## src/sv/assert_macros.svh

```systemverilog
// Assertion macros shared by the table interpolation RTL.
// Included by files that carry concurrent checks; depends on nothing else.
`ifndef ASSERT_MACROS_SVH
`define ASSERT_MACROS_SVH

// Same-cycle implication, disabled while reset is asserted.
`define TIF_ASSERT_IMPL(label, clk, rst_n, ante, cons) \
  label: assert property (@(posedge clk) disable iff (!rst_n) (ante) |-> (cons)) \
    else $error("%m: same-cycle check failed");

// Next-cycle implication, disabled while reset is asserted.
`define TIF_ASSERT_NEXT(label, clk, rst_n, ante, cons) \
  label: assert property (@(posedge clk) disable iff (!rst_n) (ante) |=> (cons)) \
    else $error("%m: next-cycle check failed");

`endif

```

## src/sv/tif_pkg.sv

```systemverilog
// Shared types and constants for the table interpolation engine.
// Used by every module of the block; depends on nothing.
package tif_pkg;

  localparam int COND_W        = 24;
  localparam int PULSE_W       = 15;
  localparam int POS_W         = 16;
  localparam int IDX_W         = 7;
  localparam int OP_W          = 2;
  localparam int LEVEL_W       = 7;
  localparam int MAX_LEVEL_DEF = 64;
  localparam int FRAC_BITS_DEF = 8;
  localparam logic [LEVEL_W-1:0] LEVEL_RESET = 7'd64;

  typedef enum logic [OP_W-1:0] {
    OP_LOAD = 2'd0,
    OP_FWD  = 2'd1,
    OP_INV  = 2'd2
  } tif_op_e;

  typedef enum logic [3:0] {
    ST_IDLE,
    ST_FWD_RD0,
    ST_FWD_RD1,
    ST_FWD_MUL,
    ST_FWD_ADD,
    ST_INV_PRIME,
    ST_INV_SCAN,
    ST_DIV_WAIT,
    ST_DONE
  } tif_state_e;

  typedef struct packed {
    logic [OP_W-1:0]         operation;
    logic [IDX_W-1:0]        entry_index;
    logic signed [POS_W-1:0] pulse_position;
    logic [COND_W-1:0]       conductance;
  } tif_item_t;

  typedef struct packed {
    logic [PULSE_W-1:0] pulse_result;
    logic [COND_W-1:0]  conductance_result;
    logic               status;
  } tif_result_t;

endpackage

```

## src/sv/table_interp_forward_inverse_top.sv

```systemverilog
// A load is written to the table in the cycle it is taken. A forward lookup passes through
// ST_FWD_RD0 and ST_FWD_RD1, then ST_FWD_MUL and ST_FWD_ADD when the position has a fraction.
// An inverse lookup scans the table RAM one entry per cycle through its single read port,
// then the divider yields one bit per cycle.
// One item is in work at a time; the next transfer is taken the cycle after a result enters
// the output register. Reset clears control state and sets max_level to 64; table undefined.
`include "assert_macros.svh"
module table_interp_forward_inverse_top import tif_pkg::*; #(
  parameter int MAX_LEVEL = MAX_LEVEL_DEF,
  parameter int FRAC_BITS = FRAC_BITS_DEF
) (
  input  logic               clk_i,
  input  logic               rst_ni,
  input  logic               cfg_valid_i,
  output logic               cfg_ready_o,
  input  logic [LEVEL_W-1:0] cfg_data_i,      // max_level
  input  logic               s_axis_tvalid_i,
  output logic               s_axis_tready_o,
  input  logic [47:0]        s_axis_tdata_i,  // entry_index, pulse_position, conductance, pad
  input  logic [OP_W-1:0]    s_axis_tuser_i,  // operation
  output logic               m_axis_tvalid_o,
  input  logic               m_axis_tready_i,
  output logic [39:0]        m_axis_tdata_o,  // pulse_result, conductance_result, pad
  output logic               m_axis_tuser_o   // status
);

  localparam int AW = $clog2(MAX_LEVEL + 1);

  logic [LEVEL_W-1:0]  max_level_q;
  logic [AW-1:0]       lvl;
  tif_item_t           item;
  tif_result_t         res, out_q;
  logic                res_valid, res_ready, out_valid_q;
  logic                ram_we, ram_re;
  logic [AW-1:0]       ram_waddr, ram_raddr;
  logic [COND_W-1:0]   ram_wdata, ram_rdata;
  logic                div_start, div_done;
  logic [COND_W-1:0]   div_num, div_den;
  logic [FRAC_BITS:0]  div_quot;

  assign cfg_ready_o = 1'b1;

  always_ff @(posedge clk_i or negedge rst_ni) begin
    if (!rst_ni) begin
      max_level_q <= LEVEL_RESET;
    end else if (cfg_valid_i && cfg_ready_o) begin
      max_level_q <= cfg_data_i;
    end
  end

  assign lvl = (32'(max_level_q) > MAX_LEVEL) ? AW'(MAX_LEVEL) : AW'(max_level_q);

  assign item.operation      = s_axis_tuser_i;
  assign item.entry_index    = s_axis_tdata_i[6:0];
  assign item.pulse_position = s_axis_tdata_i[22:7];
  assign item.conductance    = s_axis_tdata_i[46:23];

  tif_ram #(
    .WIDTH(COND_W),
    .DEPTH(MAX_LEVEL + 1)
  ) u_ram (
    .clk_i  (clk_i),
    .we_i   (ram_we),
    .waddr_i(ram_waddr),
    .wdata_i(ram_wdata),
    .re_i   (ram_re),
    .raddr_i(ram_raddr),
    .rdata_o(ram_rdata)
  );

  tif_div #(
    .FRAC_BITS(FRAC_BITS)
  ) u_div (
    .clk_i  (clk_i),
    .rst_ni (rst_ni),
    .start_i(div_start),
    .num_i  (div_num),
    .den_i  (div_den),
    .done_o (div_done),
    .quot_o (div_quot)
  );

  tif_ctrl #(
    .MAX_LEVEL(MAX_LEVEL),
    .FRAC_BITS(FRAC_BITS)
  ) u_ctrl (
    .clk_i      (clk_i),
    .rst_ni     (rst_ni),
    .lvl_i      (lvl),
    .in_valid_i (s_axis_tvalid_i),
    .in_ready_o (s_axis_tready_o),
    .item_i     (item),
    .res_valid_o(res_valid),
    .res_ready_i(res_ready),
    .res_o      (res),
    .ram_we_o   (ram_we),
    .ram_waddr_o(ram_waddr),
    .ram_wdata_o(ram_wdata),
    .ram_re_o   (ram_re),
    .ram_raddr_o(ram_raddr),
    .ram_rdata_i(ram_rdata),
    .div_start_o(div_start),
    .div_num_o  (div_num),
    .div_den_o  (div_den),
    .div_done_i (div_done),
    .div_quot_i (div_quot)
  );

  // The output register takes a new result when it is empty or being drained.
  assign res_ready = !out_valid_q || m_axis_tready_i;

  always_ff @(posedge clk_i or negedge rst_ni) begin
    if (!rst_ni) begin
      out_valid_q <= 1'b0;
    end else if (res_valid && res_ready) begin
      out_valid_q <= 1'b1;
    end else if (m_axis_tready_i) begin
      out_valid_q <= 1'b0;
    end
  end

  always_ff @(posedge clk_i) begin
    if (res_valid && res_ready) begin
      out_q <= res;
    end
  end

  assign m_axis_tvalid_o = out_valid_q;
  assign m_axis_tdata_o  = {1'b0, out_q.conductance_result, out_q.pulse_result};
  assign m_axis_tuser_o  = out_q.status;

  `TIF_ASSERT_IMPL(a_ready_not_done, clk_i, rst_ni, s_axis_tready_o, !res_valid)
  `TIF_ASSERT_IMPL(a_write_no_read, clk_i, rst_ni, ram_we, !ram_re && !div_start)
  `TIF_ASSERT_NEXT(a_result_lands, clk_i, rst_ni, res_valid && res_ready, m_axis_tvalid_o)

endmodule

```

## src/sv/tif_ram.sv

```systemverilog
// Generic single-write, single-read synchronous RAM with registered read data.
// Depends on tif_pkg for default sizes only.
module tif_ram import tif_pkg::*; #(
  parameter int WIDTH = COND_W,
  parameter int DEPTH = MAX_LEVEL_DEF + 1,
  localparam int AW   = $clog2(DEPTH)
) (
  input  logic             clk_i,
  input  logic             we_i,
  input  logic [AW-1:0]    waddr_i,
  input  logic [WIDTH-1:0] wdata_i,
  input  logic             re_i,
  input  logic [AW-1:0]    raddr_i,
  output logic [WIDTH-1:0] rdata_o
);

  logic [WIDTH-1:0] mem_q [DEPTH];
  logic [WIDTH-1:0] rdata_q;

  always_ff @(posedge clk_i) begin
    if (we_i) begin
      mem_q[waddr_i] <= wdata_i;
    end
    if (re_i) begin
      rdata_q <= mem_q[raddr_i];
    end
  end

  assign rdata_o = rdata_q;

endmodule

```

## src/sv/tif_div.sv

```systemverilog
// Restoring divider for the inverse fraction, one quotient bit per cycle.
// Computes (num << FRAC_BITS) / den for num <= den; depends on tif_pkg.
module tif_div import tif_pkg::*; #(
  parameter int FRAC_BITS = FRAC_BITS_DEF,
  localparam int CNT_W    = $clog2(FRAC_BITS + 2)
) (
  input  logic               clk_i,
  input  logic               rst_ni,
  input  logic               start_i,
  input  logic [COND_W-1:0]  num_i,
  input  logic [COND_W-1:0]  den_i,
  output logic               done_o,
  output logic [FRAC_BITS:0] quot_o
);

  logic               busy_q, busy_d;
  logic               done_q, done_d;
  logic [CNT_W-1:0]   cnt_q, cnt_d;
  logic [COND_W:0]    rem_q, rem_d;
  logic [COND_W-1:0]  den_q, den_d;
  logic [FRAC_BITS:0] quot_q, quot_d;
  logic               bit_w;
  logic [COND_W:0]    rem_sub;

  always_comb begin
    busy_d  = busy_q;
    done_d  = 1'b0;
    cnt_d   = cnt_q;
    rem_d   = rem_q;
    den_d   = den_q;
    quot_d  = quot_q;
    bit_w   = rem_q >= {1'b0, den_q};
    rem_sub = bit_w ? rem_q - {1'b0, den_q} : rem_q;
    if (start_i) begin
      busy_d = 1'b1;
      cnt_d  = CNT_W'(FRAC_BITS + 1);
      rem_d  = {1'b0, num_i};
      den_d  = den_i;
      quot_d = '0;
    end else if (busy_q) begin
      // The remainder stays below the divisor, so the shift cannot overflow.
      rem_d  = {rem_sub[COND_W-1:0], 1'b0};
      quot_d = {quot_q[FRAC_BITS-1:0], bit_w};
      cnt_d  = cnt_q - 1'b1;
      if (cnt_q == CNT_W'(1)) begin
        busy_d = 1'b0;
        done_d = 1'b1;
      end
    end
  end

  always_ff @(posedge clk_i or negedge rst_ni) begin
    if (!rst_ni) begin
      busy_q <= 1'b0;
      done_q <= 1'b0;
      cnt_q  <= '0;
    end else begin
      busy_q <= busy_d;
      done_q <= done_d;
      cnt_q  <= cnt_d;
    end
  end

  always_ff @(posedge clk_i) begin
    rem_q  <= rem_d;
    den_q  <= den_d;
    quot_q <= quot_d;
  end

  assign done_o = done_q;
  assign quot_o = quot_q;

endmodule

```

## src/sv/tif_ctrl.sv

```systemverilog
// Sequencer and datapath for loads, forward lookups and inverse table scans.
// Drives the table RAM and the divider; depends on tif_pkg.
module tif_ctrl import tif_pkg::*; #(
  parameter int MAX_LEVEL = MAX_LEVEL_DEF,
  parameter int FRAC_BITS = FRAC_BITS_DEF,
  localparam int AW       = $clog2(MAX_LEVEL + 1)
) (
  input  logic               clk_i,
  input  logic               rst_ni,
  input  logic [AW-1:0]      lvl_i,
  input  logic               in_valid_i,
  output logic               in_ready_o,
  input  tif_item_t          item_i,
  output logic               res_valid_o,
  input  logic               res_ready_i,
  output tif_result_t        res_o,
  output logic               ram_we_o,
  output logic [AW-1:0]      ram_waddr_o,
  output logic [COND_W-1:0]  ram_wdata_o,
  output logic               ram_re_o,
  output logic [AW-1:0]      ram_raddr_o,
  input  logic [COND_W-1:0]  ram_rdata_i,
  output logic               div_start_o,
  output logic [COND_W-1:0]  div_num_o,
  output logic [COND_W-1:0]  div_den_o,
  input  logic               div_done_i,
  input  logic [FRAC_BITS:0] div_quot_i
);

  localparam int P_W    = (AW + FRAC_BITS > 15) ? AW + FRAC_BITS : 15;
  localparam int PS_W   = (AW + FRAC_BITS + 1 > PULSE_W) ? AW + FRAC_BITS + 1 : PULSE_W;
  localparam int PROD_W = COND_W + FRAC_BITS + 2;

  tif_state_e state_q, state_d;

  logic [AW-1:0]               x1_q, x1_d;
  logic [FRAC_BITS-1:0]        frac_q, frac_d;
  logic [COND_W-1:0]           target_q, target_d;
  logic [COND_W-1:0]           a_q, a_d;
  logic signed [PROD_W-1:0]    prod_q, prod_d;
  logic [AW-1:0]               j_q, j_d;
  logic [AW-1:0]               seg_q, seg_d;
  tif_result_t                 res_q, res_d;

  logic                        accept;
  tif_op_e                     op;
  logic [P_W-1:0]              top_p, pos_mag, p_clamp;
  logic                        bracket, last_seg;
  logic [COND_W-1:0]           lo_v, hi_v, num_v, den_v;
  logic [AW-1:0]               seg_v;
  logic [PS_W-1:0]             pulse_sum;
  logic signed [COND_W:0]      diff;
  logic signed [PROD_W-1:0]    val;

  assign accept = in_valid_i && in_ready_o;
  assign op     = tif_op_e'(item_i.operation);

  // Clamp the query position to 0..level before splitting it.
  always_comb begin
    top_p   = P_W'({lvl_i, {FRAC_BITS{1'b0}}});
    pos_mag = P_W'(item_i.pulse_position[POS_W-2:0]);
    if (item_i.pulse_position[POS_W-1]) begin
      p_clamp = '0;
    end else if (pos_mag > top_p) begin
      p_clamp = top_p;
    end else begin
      p_clamp = pos_mag;
    end
  end

  // Segment test between the previous entry and the one just read.
  always_comb begin
    lo_v     = (a_q < ram_rdata_i) ? a_q : ram_rdata_i;
    hi_v     = (a_q < ram_rdata_i) ? ram_rdata_i : a_q;
    bracket  = (j_q != '0) && (lo_v <= target_q) && (target_q <= hi_v);
    last_seg = (j_q == lvl_i);
    num_v    = (target_q >= a_q) ? target_q - a_q : a_q - target_q;
    den_v    = (ram_rdata_i >= a_q) ? ram_rdata_i - a_q : a_q - ram_rdata_i;
    seg_v    = j_q - 1'b1;
  end

  // Next state.
  always_comb begin
    state_d = state_q;
    unique case (state_q)
      ST_IDLE: begin
        if (accept) begin
          unique case (op)
            OP_FWD:  state_d = ST_FWD_RD0;
            OP_INV:  state_d = ST_INV_PRIME;
            default: state_d = ST_IDLE;
          endcase
        end
      end
      ST_FWD_RD0:   state_d = ST_FWD_RD1;
      ST_FWD_RD1:   state_d = (frac_q == '0) ? ST_DONE : ST_FWD_MUL;
      ST_FWD_MUL:   state_d = ST_FWD_ADD;
      ST_FWD_ADD:   state_d = ST_DONE;
      ST_INV_PRIME: state_d = (lvl_i == '0) ? ST_DONE : ST_INV_SCAN;
      ST_INV_SCAN: begin
        if (bracket) begin
          state_d = (den_v == '0) ? ST_DONE : ST_DIV_WAIT;
        end else if (last_seg) begin
          state_d = ST_DONE;
        end
      end
      ST_DIV_WAIT: begin
        if (div_done_i) begin
          state_d = ST_DONE;
        end
      end
      ST_DONE: begin
        if (res_ready_i) begin
          state_d = ST_IDLE;
        end
      end
      default: state_d = ST_IDLE;
    endcase
  end

  // Outputs and datapath registers.
  always_comb begin
    x1_d        = x1_q;
    frac_d      = frac_q;
    target_d    = target_q;
    a_d         = a_q;
    prod_d      = prod_q;
    j_d         = j_q;
    seg_d       = seg_q;
    res_d       = res_q;
    in_ready_o  = 1'b0;
    res_valid_o = 1'b0;
    ram_we_o    = 1'b0;
    ram_waddr_o = AW'(item_i.entry_index);
    ram_wdata_o = item_i.conductance;
    ram_re_o    = 1'b0;
    ram_raddr_o = x1_q;
    div_start_o = 1'b0;
    div_num_o   = num_v;
    div_den_o   = den_v;
    diff        = $signed({1'b0, ram_rdata_i}) - $signed({1'b0, a_q});
    val         = $signed(PROD_W'({1'b0, a_q})) + (prod_q >>> FRAC_BITS);
    pulse_sum   = PS_W'({seg_v, {FRAC_BITS{1'b0}}});
    unique case (state_q)
      ST_IDLE: begin
        in_ready_o = 1'b1;
        x1_d       = AW'(p_clamp >> FRAC_BITS);
        frac_d     = p_clamp[FRAC_BITS-1:0];
        target_d   = item_i.conductance;
        res_d      = '0;
        if (accept && op == OP_LOAD && {1'b0, item_i.entry_index} <= (IDX_W + 1)'(MAX_LEVEL)) begin
          ram_we_o = 1'b1;
        end
      end
      ST_FWD_RD0: begin
        ram_re_o = 1'b1;
      end
      ST_FWD_RD1: begin
        a_d                      = ram_rdata_i;
        res_d.conductance_result = ram_rdata_i;
        ram_re_o                 = (frac_q != '0);
        ram_raddr_o              = x1_q + 1'b1;
      end
      ST_FWD_MUL: begin
        prod_d = PROD_W'(diff) * $signed({1'b0, frac_q});
      end
      ST_FWD_ADD: begin
        res_d.conductance_result = val[PROD_W-1] ? '0 : val[COND_W-1:0];
      end
      ST_INV_PRIME: begin
        j_d         = '0;
        ram_re_o    = (lvl_i != '0);
        ram_raddr_o = '0;
        res_d.status = (lvl_i == '0);
      end
      ST_INV_SCAN: begin
        ram_raddr_o = j_q + 1'b1;
        if (bracket) begin
          seg_d = seg_v;
          res_d.pulse_result = pulse_sum[PULSE_W-1:0];
          div_start_o = (den_v != '0);
        end else if (last_seg) begin
          res_d.status = 1'b1;
        end else begin
          a_d      = ram_rdata_i;
          j_d      = j_q + 1'b1;
          ram_re_o = 1'b1;
        end
      end
      ST_DIV_WAIT: begin
        pulse_sum = PS_W'({seg_q, {FRAC_BITS{1'b0}}}) + PS_W'(div_quot_i);
        if (div_done_i) begin
          res_d.pulse_result = pulse_sum[PULSE_W-1:0];
        end
      end
      ST_DONE: begin
        res_valid_o = 1'b1;
      end
      default: begin
      end
    endcase
  end

  always_ff @(posedge clk_i or negedge rst_ni) begin
    if (!rst_ni) begin
      state_q <= ST_IDLE;
    end else begin
      state_q <= state_d;
    end
  end

  always_ff @(posedge clk_i) begin
    x1_q     <= x1_d;
    frac_q   <= frac_d;
    target_q <= target_d;
    a_q      <= a_d;
    prod_q   <= prod_d;
    j_q      <= j_d;
    seg_q    <= seg_d;
    res_q    <= res_d;
  end

  assign res_o = res_q;

endmodule
```

## config.mk

```make
export PLATFORM = sky130hd
export DESIGN_NAME = table_interp_forward_inverse_top
export DESIGN_NICKNAME = d
export VERILOG_FILES = /design/src/sv/tif_pkg.sv /design/src/sv/table_interp_forward_inverse_top.sv /design/src/sv/tif_ram.sv /design/src/sv/tif_div.sv /design/src/sv/tif_ctrl.sv
export VERILOG_INCLUDE_DIRS = /design/src /design/src/sv
export SDC_FILE = /design/constraint.sdc
export NUM_CORES = 2
export LEC_CHECK = 0
export BUFFER_PORTS_ARGS = -buffer_cell sky130_fd_sc_hd__buf_2
export CAP_MARGIN = 20
export CORE_ASPECT_RATIO = 1.75
export CORE_UTILIZATION = 55
export CTS_CLUSTER_SIZE = 12
export DETAILED_ROUTE_END_ITERATION = 16
export PLACE_DENSITY_LB_ADDON = 0.3
export SYNTH_ARGS = -nofsm -noshare
export SYNTH_HDL_FRONTEND = slang
export SYNTH_HIERARCHICAL = 1
export SYNTH_SLANG_ARGS = --single-unit
```

## constraint.sdc

```tcl
create_clock -name clk_i -period 9.6 [get_ports clk_i]
set_input_delay 1.44 -clock clk_i [delete_from_list [all_inputs] [get_ports clk_i]]
set_output_delay 1.44 -clock clk_i [all_outputs]
set_load 0.02 [all_outputs]
```

Word level (Yosys, flattened, before mapping)
Memories as Yosys holds them, arrays and structs flattened. A register that Yosys moved wholly into a read port is not among the register bits.
Index checks and enable logic that the tools add are counted.

storage, ports and cells
  bits in registers = 267
  memory bits (writable) = 1,560
  input bits = 62
  output and inout port bits = 44
  logic and storage cells = 152
  memories kept = 1

cells by class
  add/sub/neg operators = 12
  multipliers = 1
  order comparisons = 9
  eq/ne operators = 20
  mux-type cells = 55
  reductions and logical operators = 31

memories
  name         words  bits a word  read ports  clocked after Yosys merged registers in  wr ports  line           source
  u_ram.mem_q  65     24           1           1                                        1         tif_ram.sv:17  logic [WIDTH-1:0] mem_q [DEPTH];

operators with widths
  kind                 number
  $mux 24              10
  $sub 24x24->24       5
  $pmux 24 s3          1
  $ge 24x24->1         2
  $le 24x24->1         2
  $pmux 24 s2          1
  $mux 15              3
  $pmux 15 s3          1
  $mux 4               10
  $pmux 4 s9           1
  $mul 25x9->34        1
  $add 25x26->27       1
  $ge 25x24->1         1
  $sub 24x24->25       1
  $logic_not 24->1     1
  $lt 24x24->1         1
  $reduce_bool 24->1   1
  $mux 7               3
  $pmux 7 s3           1
  $mux 1               20
  $eq 4x3->1 const B   4
  $add 15x9->15        1
  $gt 15x15->1         1
  $add 7x1->7 const B  2
  other kinds (32)     53

Depth between registers and ports, before layout
  word-level depth = 9
  gate-level depth with buffers = 29
  depth with buffers taken out = 29

Modules after synthesis
Netlist, hierarchy kept.

by module, submodules not included
  module                            instances  cells each  area an instance (µm²)  sequential area each (µm²)
  tif_ram                           1          2,952       60,998.5                47,565.6
  tif_ctrl                          1          2,407       21,410.5                4,394.2
  tif_div                           1          380         3,895.0                 1,791.7
  table_interp_forward_inverse_top  1          70          1,601.5                 1,402.6

Worst setup path before layout
Ideal clock, no wire load.

  path type = reg2reg
  start point = register u_ctrl.a_q[7]
  end point = register u_div.rem_q[12], data pin
  setup time = 0.261 ns
  arrival = 6.734 ns
  required time = 9.339 ns
  slack = 2.605 ns
  stages on the path, launching flop included = 26
  path buffers = 3
  period minus slack after synthesis = 6.995 ns
  cell sequence = edfxtp_1 > ha_1 > buf_2 > a21oi_1 > o31ai_2 > a221oi_2 > a21boi_0 > o211ai_1 > nand2_1 > a221oi_1 > clkbuf_1 > buf_2 > mux2i_1 > ha_1 > a21o_1 > a21o_1 > a21oi_1 > o211ai_1 > a211oi_1 > nor4b_1 > o21a_1 > nand2_1 > nor2_1 > clkinv_1 > and3_1 > a221o_1

between the ends
  cells in the longest elaborated chain, start to end = 8
  elaborated cells between the ends (all ways) = 19
  those cells by class = 4 x add/sub; 5 x order compare; 7 x mux; 3 x reduce/logical

RTL lines
  what                            line                                    source
  start, declared                 tif_ctrl.sv:39                          logic [COND_W-1:0] a_q, a_d;
  start signal, assigned          tif_ctrl.sv:216                         a_q <= a_d;
  $lt 24x24->1                    tif_ctrl.sv:73, tif_ctrl.sv:74
  $mux 24                         tif_ctrl.sv:73                          lo_v = (a_q < ram_rdata_i) ? a_q : ram_rdata_i;
  $le 24x24->1                    tif_ctrl.sv:75                          bracket = (j_q != '0) && (lo_v <= target_q) && (target_q <= hi_v);
  $logic_and 1x1->1 (2 in a row)  tif_ctrl.sv:75
  $mux 1 (*)                      tif_ctrl.sv:178                         if (bracket) begin
  $mux 1 (*)                      tif_ctrl.sv:144                         unique case (state_q)
  via div_start                   table_interp_forward_inverse_top.sv:37  logic div_start, div_done;
  $mux 24 (*)                     tif_div.sv:34                           if (start_i) begin
  via u_div.rem_d[12]             tif_div.sv:19                           logic [COND_W:0] rem_q, rem_d;
  end signal, assigned            tif_div.sv:65                           rem_q <= rem_d;
  end, declared                   tif_div.sv:19

Mark *: on every way through the listed nets, which the timed path passes. The rest lies on a longest branch.
A chain may end at the register's enable or synchronous reset.

Worst setup path in the final report
  start point = register u_ctrl.a_q[1]
  end point = register u_ctrl.prod_q[32], data pin

between the ends
  cells in the longest elaborated chain, start to end = 2

RTL lines
  what                  line             source
  $sub 24x24->25        tif_ctrl.sv:141  diff = $signed({1'b0, ram_rdata_i}) - $signed({1'b0, a_q});
  $mul 25x9->34         tif_ctrl.sv:165  prod_d = PROD_W'(diff) * $signed({1'b0, frac_q});
  end signal, assigned  tif_ctrl.sv:217  prod_q <= prod_d;
  end, declared         tif_ctrl.sv:40   logic signed [PROD_W-1:0] prod_q, prod_d;

No other way between the ends.

==> results.md <==
- The run finished with clean final reports.
- The distinct cell type count after synthesis is 121.
- The arrival time of the worst setup path is 9.00 ns.
- During synthesis, Yosys emitted a total of 6 warnings.
- The largest stage delay on the critical path is 0.69 ns.
- The number of buffers created by CTS is 185.
- The total area inside the core boundary comes to 158000 µm².
- The longest clock path from root to sink contains 4 buffers.
- For this run, the register share of the synthesized area comes to 62.7%.
- The quantity of gates resized following cts is 0.
- The number of design rule violations left after detail routing is 0.
- Counting flops with a built-in enable in the synthesized netlist gives 1815.
- The shortest period the worst path allows is 8.44 ns.
- For this run, the leading register cell type out of synthesis is edfxtp_1.
- The first detailed-routing pass ran for 7 iterations.
- OpenSTA, run right after detailed placement, puts the worst setup slack at 1.23 ns.
- The last weighted congestion value of the routability-driven placer is 1.01.
- The kind of end point of the critical path is a flip-flop.
- Detailed routing placed a total of 129000 µm of wire on met2.
- For this block, wires on met1 add up to 81800 µm.
- The initial standard-cell utilization of the core is 55.5%.
- The insertion delay to the later sink of the worst-skew pair is 0.82 ns.
- Across the routed clock network, the largest skew measured is 0.0496 ns.
- Dividing the detail-routed wire length by the instance count gives 31.1 µm.
- After detailed routing, the number of vias per cell comes to 6.38.
- STA classifies the critical path startpoint as a flip-flop.
- Setup repair after global routing left no endpoint under its margin.
- CTS placed an instance of clkbuf_16 at the clock tree root.
- The vertical die dimension is 531 µm.
- The number of buffers added for setup after CTS is 0.
- The wire-length estimate of the detail-placed layout is 175000 µm.
- Derived from the worst setup path, the maximum achievable clock frequency is 0.119 GHz.
- The sequential cell area in the final layout is 55200 µm².
- The areal power density over the cells is 161 nW/µm².
- The actual slew at the worst max-slew pin is 1.24 ns.
- Global routing finished with a remaining overflow of 0.
- The number of primary I/O pins is 106.
- The maximum net fanout on the critical path is 8.
- The via count of the first global-routing pass was 53296.
- The library cells used most frequently in the layout, excluding fill and tap cells, are edfxtp_1, inv_1, mux2i_1, nand2_1, ha_1.
- The path class of the tightest hold or removal check is flip-flop to flip-flop.
- The post-synthesis average cell area is 15.1 µm².
- Counting every sink on the clock net gives 1843.
- The number of buffers and inverters on the critical path is 3.
- The largest net degree at the start of global routing is 133.
- The clock input transition at the sequential cells of the worst setup and hold paths is 0.06 ns.
- The final critical path takes up 87.9% of the cycle.
- The count of hold-fix buffers inserted at cts is 0.
- For this block, the initial DRC count from the detailed router was 4559.
- The number of antenna violations at the first check in global routing came to 16.
- The number of nets produced by synthesis is 6304.
- For this run, asynchronously set or reset flops after synthesis account for 0.977%.
- Summed over all layers, the routed wires come to 250000 µm.
- The setup path with the least slack is of type flip-flop to flip-flop.
- Among the stages of the critical path, the cell type that occurs most often is fa_1.
- In this run the tool buffered the top-level ports with 102 buffer cells.
- The number of setup violations in the final report is 0.
- Summing all multi-input logic gate instances after layout gives 30200 µm².
- The total routing usage reported by global routing is 31.0%.
- Across the VDD grid, the largest voltage drop is 0.201 mV.
- The hold violation count in the final report is 0.
- The width of the chip is 304 µm.
- The amount of wire on met3 after detailed routing is 12700 µm.
- Adding up every negative setup slack in the final design gives 0 ns.
- Max-cap violations in this run came to 0.
- The leakage component of the power is 33.9 nW.
- The floorplan has 193 rows.
- The first-pass GRT wire length is 358000 µm.
- The worst setup slack after layout is 1.16 ns.
- The die outline area is 161000 µm².
- Leaving out fill and tap cells, the most frequent cell in the layout is edfxtp_1.
- The required time reported for the critical path endpoint is 10.16 ns.
- The number of max-slew violations in the final report came to 0.
- Once detail routing completed, the nets flagged for antenna violations numbered 0.
- Routed signal wires occupy layers up through met5.
- Cells with a size suffix above 1 make up 15.1% of the layout.
- The cell area that synthesis handed to floorplanning was 87900 µm².
- The worst slew margin relative to its limit is 16.8%.
- The slowest stage of the critical path belongs to the cell edfxtp_1.
- The net count reported at finish is 6457.
- The cell class contributing the biggest share of worst-path delay is adder cells.
- The count of fill cells added during filler insertion is 11647.
- The flip-flop and latch count after synthesis is 1843.
- The detailed-route via count is 51355.
- Compared with the post-synthesis result, the final layout area differs by 9.45%.
- Synthesis produced a netlist whose cell count is 5809.
- TritonCTS built the clock tree.
- In this run the number of H-tree levels came out at 4.
[power breakdown]
| part | total (mW) | internal, mW | switching, mW |
|---|---|---|---|
| Sequential | 8.83 | 8.82 | 0.00341 |
| Combinational | 0.214 | 0.0386 | 0.176 |
| Clock | 6.41 | 3.58 | 2.83 |
[layer usage]
metal / vias up / GRT usage [%]
met5: - / 0
met2: 2084 / 55.3
met3: 673 / 3.68
met4: 8 / 27.7
li1: 22446 / -
met1: 26144 / 32.3
[kinds of logic (layout without fill, tap and decap cells)]
logic type	after synthesis	in the layout	share of synthesized area [%]
AO/OA/AOI/OAI	968	968	7.70
XOR/XNOR	141	141	1.41
adder cells (fa/ha/maj)	433	433	7.54
buffers and inverters	663	854	3.39
flip-flops	1843	1843	62.7
multiplexers	630	630	10.7
other	2	7	0.00854
AND/OR/NAND/NOR	1129	1129	6.52
[metrics by stage]
step	cell area [µm²]	hold slack, ns	std cells	utilization [%]	power [mW]
floorplan	87900	0.400	5809	-	9.09
global placement	91100	0.401	7816	57.5	9.20
detailed placement	91200	0.405	7820	57.6	9.21
CTS	96200	0.416	8045	60.7	15.6
global route	96200	0.423	8048	60.7	15.8
finish	96200	0.417	8052	60.7	15.5
[state kept, by name, summed over array words and instances, names as in the netlist, 7 cells and up]
register and cells:
u_ram/mem_q 1560, u_ctrl/res_o 40, m_axis_tdata_o 39, u_ctrl/prod_q 26
u_div/rem_q 25, u_ctrl/a_q 24, u_ctrl/target_q 24, u_div/den_q 24
u_ram/rdata_o 24, u_div/quot_o 9, u_ctrl/frac_q 8, max_level_q 7
u_ctrl/j_q 7, u_ctrl/seg_q 7, u_ctrl/x1_q 7
[cell type report]
class	instances	share of cell area, %
antenna	5	0.0130
inverter	356	1.39
timing repair buffer	273	1.98
clock buffer	201	4.93
multi-input combinational	3303	31.4
tap	2047	2.66
sequential	1843	57.3
clock inverter	24	0.285
[Yosys cell counts, types with 49 or more instances]
master	count	area, µm²
edfxtp_1	1815	54500
inv_1	355	1330
mux2i_1	351	3510
nand2_1	336	1260
ha_1	272	3400
mux4_2	241	5430
nor2_1	216	811
a21oi_1	183	916
fa_1	161	3220
a211oi_1	157	1180
o21ai_0	144	721
clkbuf_1	138	518
nor2b_1	115	719
and2_1	113	707
xnor2_1	91	797
buf_2	81	405
a21o_1	73	548
nand3_1	69	345
buf_4	56	420
o221ai_1	53	464
xor2_1	49	429
[worst register-to-register path: cells and delay by family (launching register included)]
kind	cells	cell delay [ns]
fa+ha+maj	6	2.94
compound gates	9	2.40
flops	1	0.69
simple gates	6	0.89
buf+inv	3	0.60
xor+xnor	2	0.65
[worst paths after layout]
| path | start | endpoint | slack, ns | depth (start not counted) |
|---|---|---|---|---|
| min in group asynchronous | rst_ni | max_level_q[1]$_DFFE_PN0P_ | 0.56 | 1 |
| worst min register to register | u_ctrl/res_o[18]$_DFFE_PP_ | m_axis_tdata_o[32]$_DFFE_PP_ | 0.42 | 0 |
| max in group asynchronous | rst_ni | max_level_q[6]$_DFFE_PN1P_ | 8.69 | 1 |
| worst min-delay path | u_ctrl/res_o[18]$_DFFE_PP_ | m_axis_tdata_o[32]$_DFFE_PP_ | 0.42 | 0 |
| worst max-delay path | u_ctrl/a_q[1]$_DFFE_PP_ | u_ctrl/prod_q[32]$_DFFE_PP_ | 1.16 | 26 |
| worst max register to register | u_ctrl/a_q[1]$_DFFE_PP_ | u_ctrl/prod_q[32]$_DFFE_PP_ | 1.16 | 26 |
Note: power is estimated with default switching activity, not from simulation.
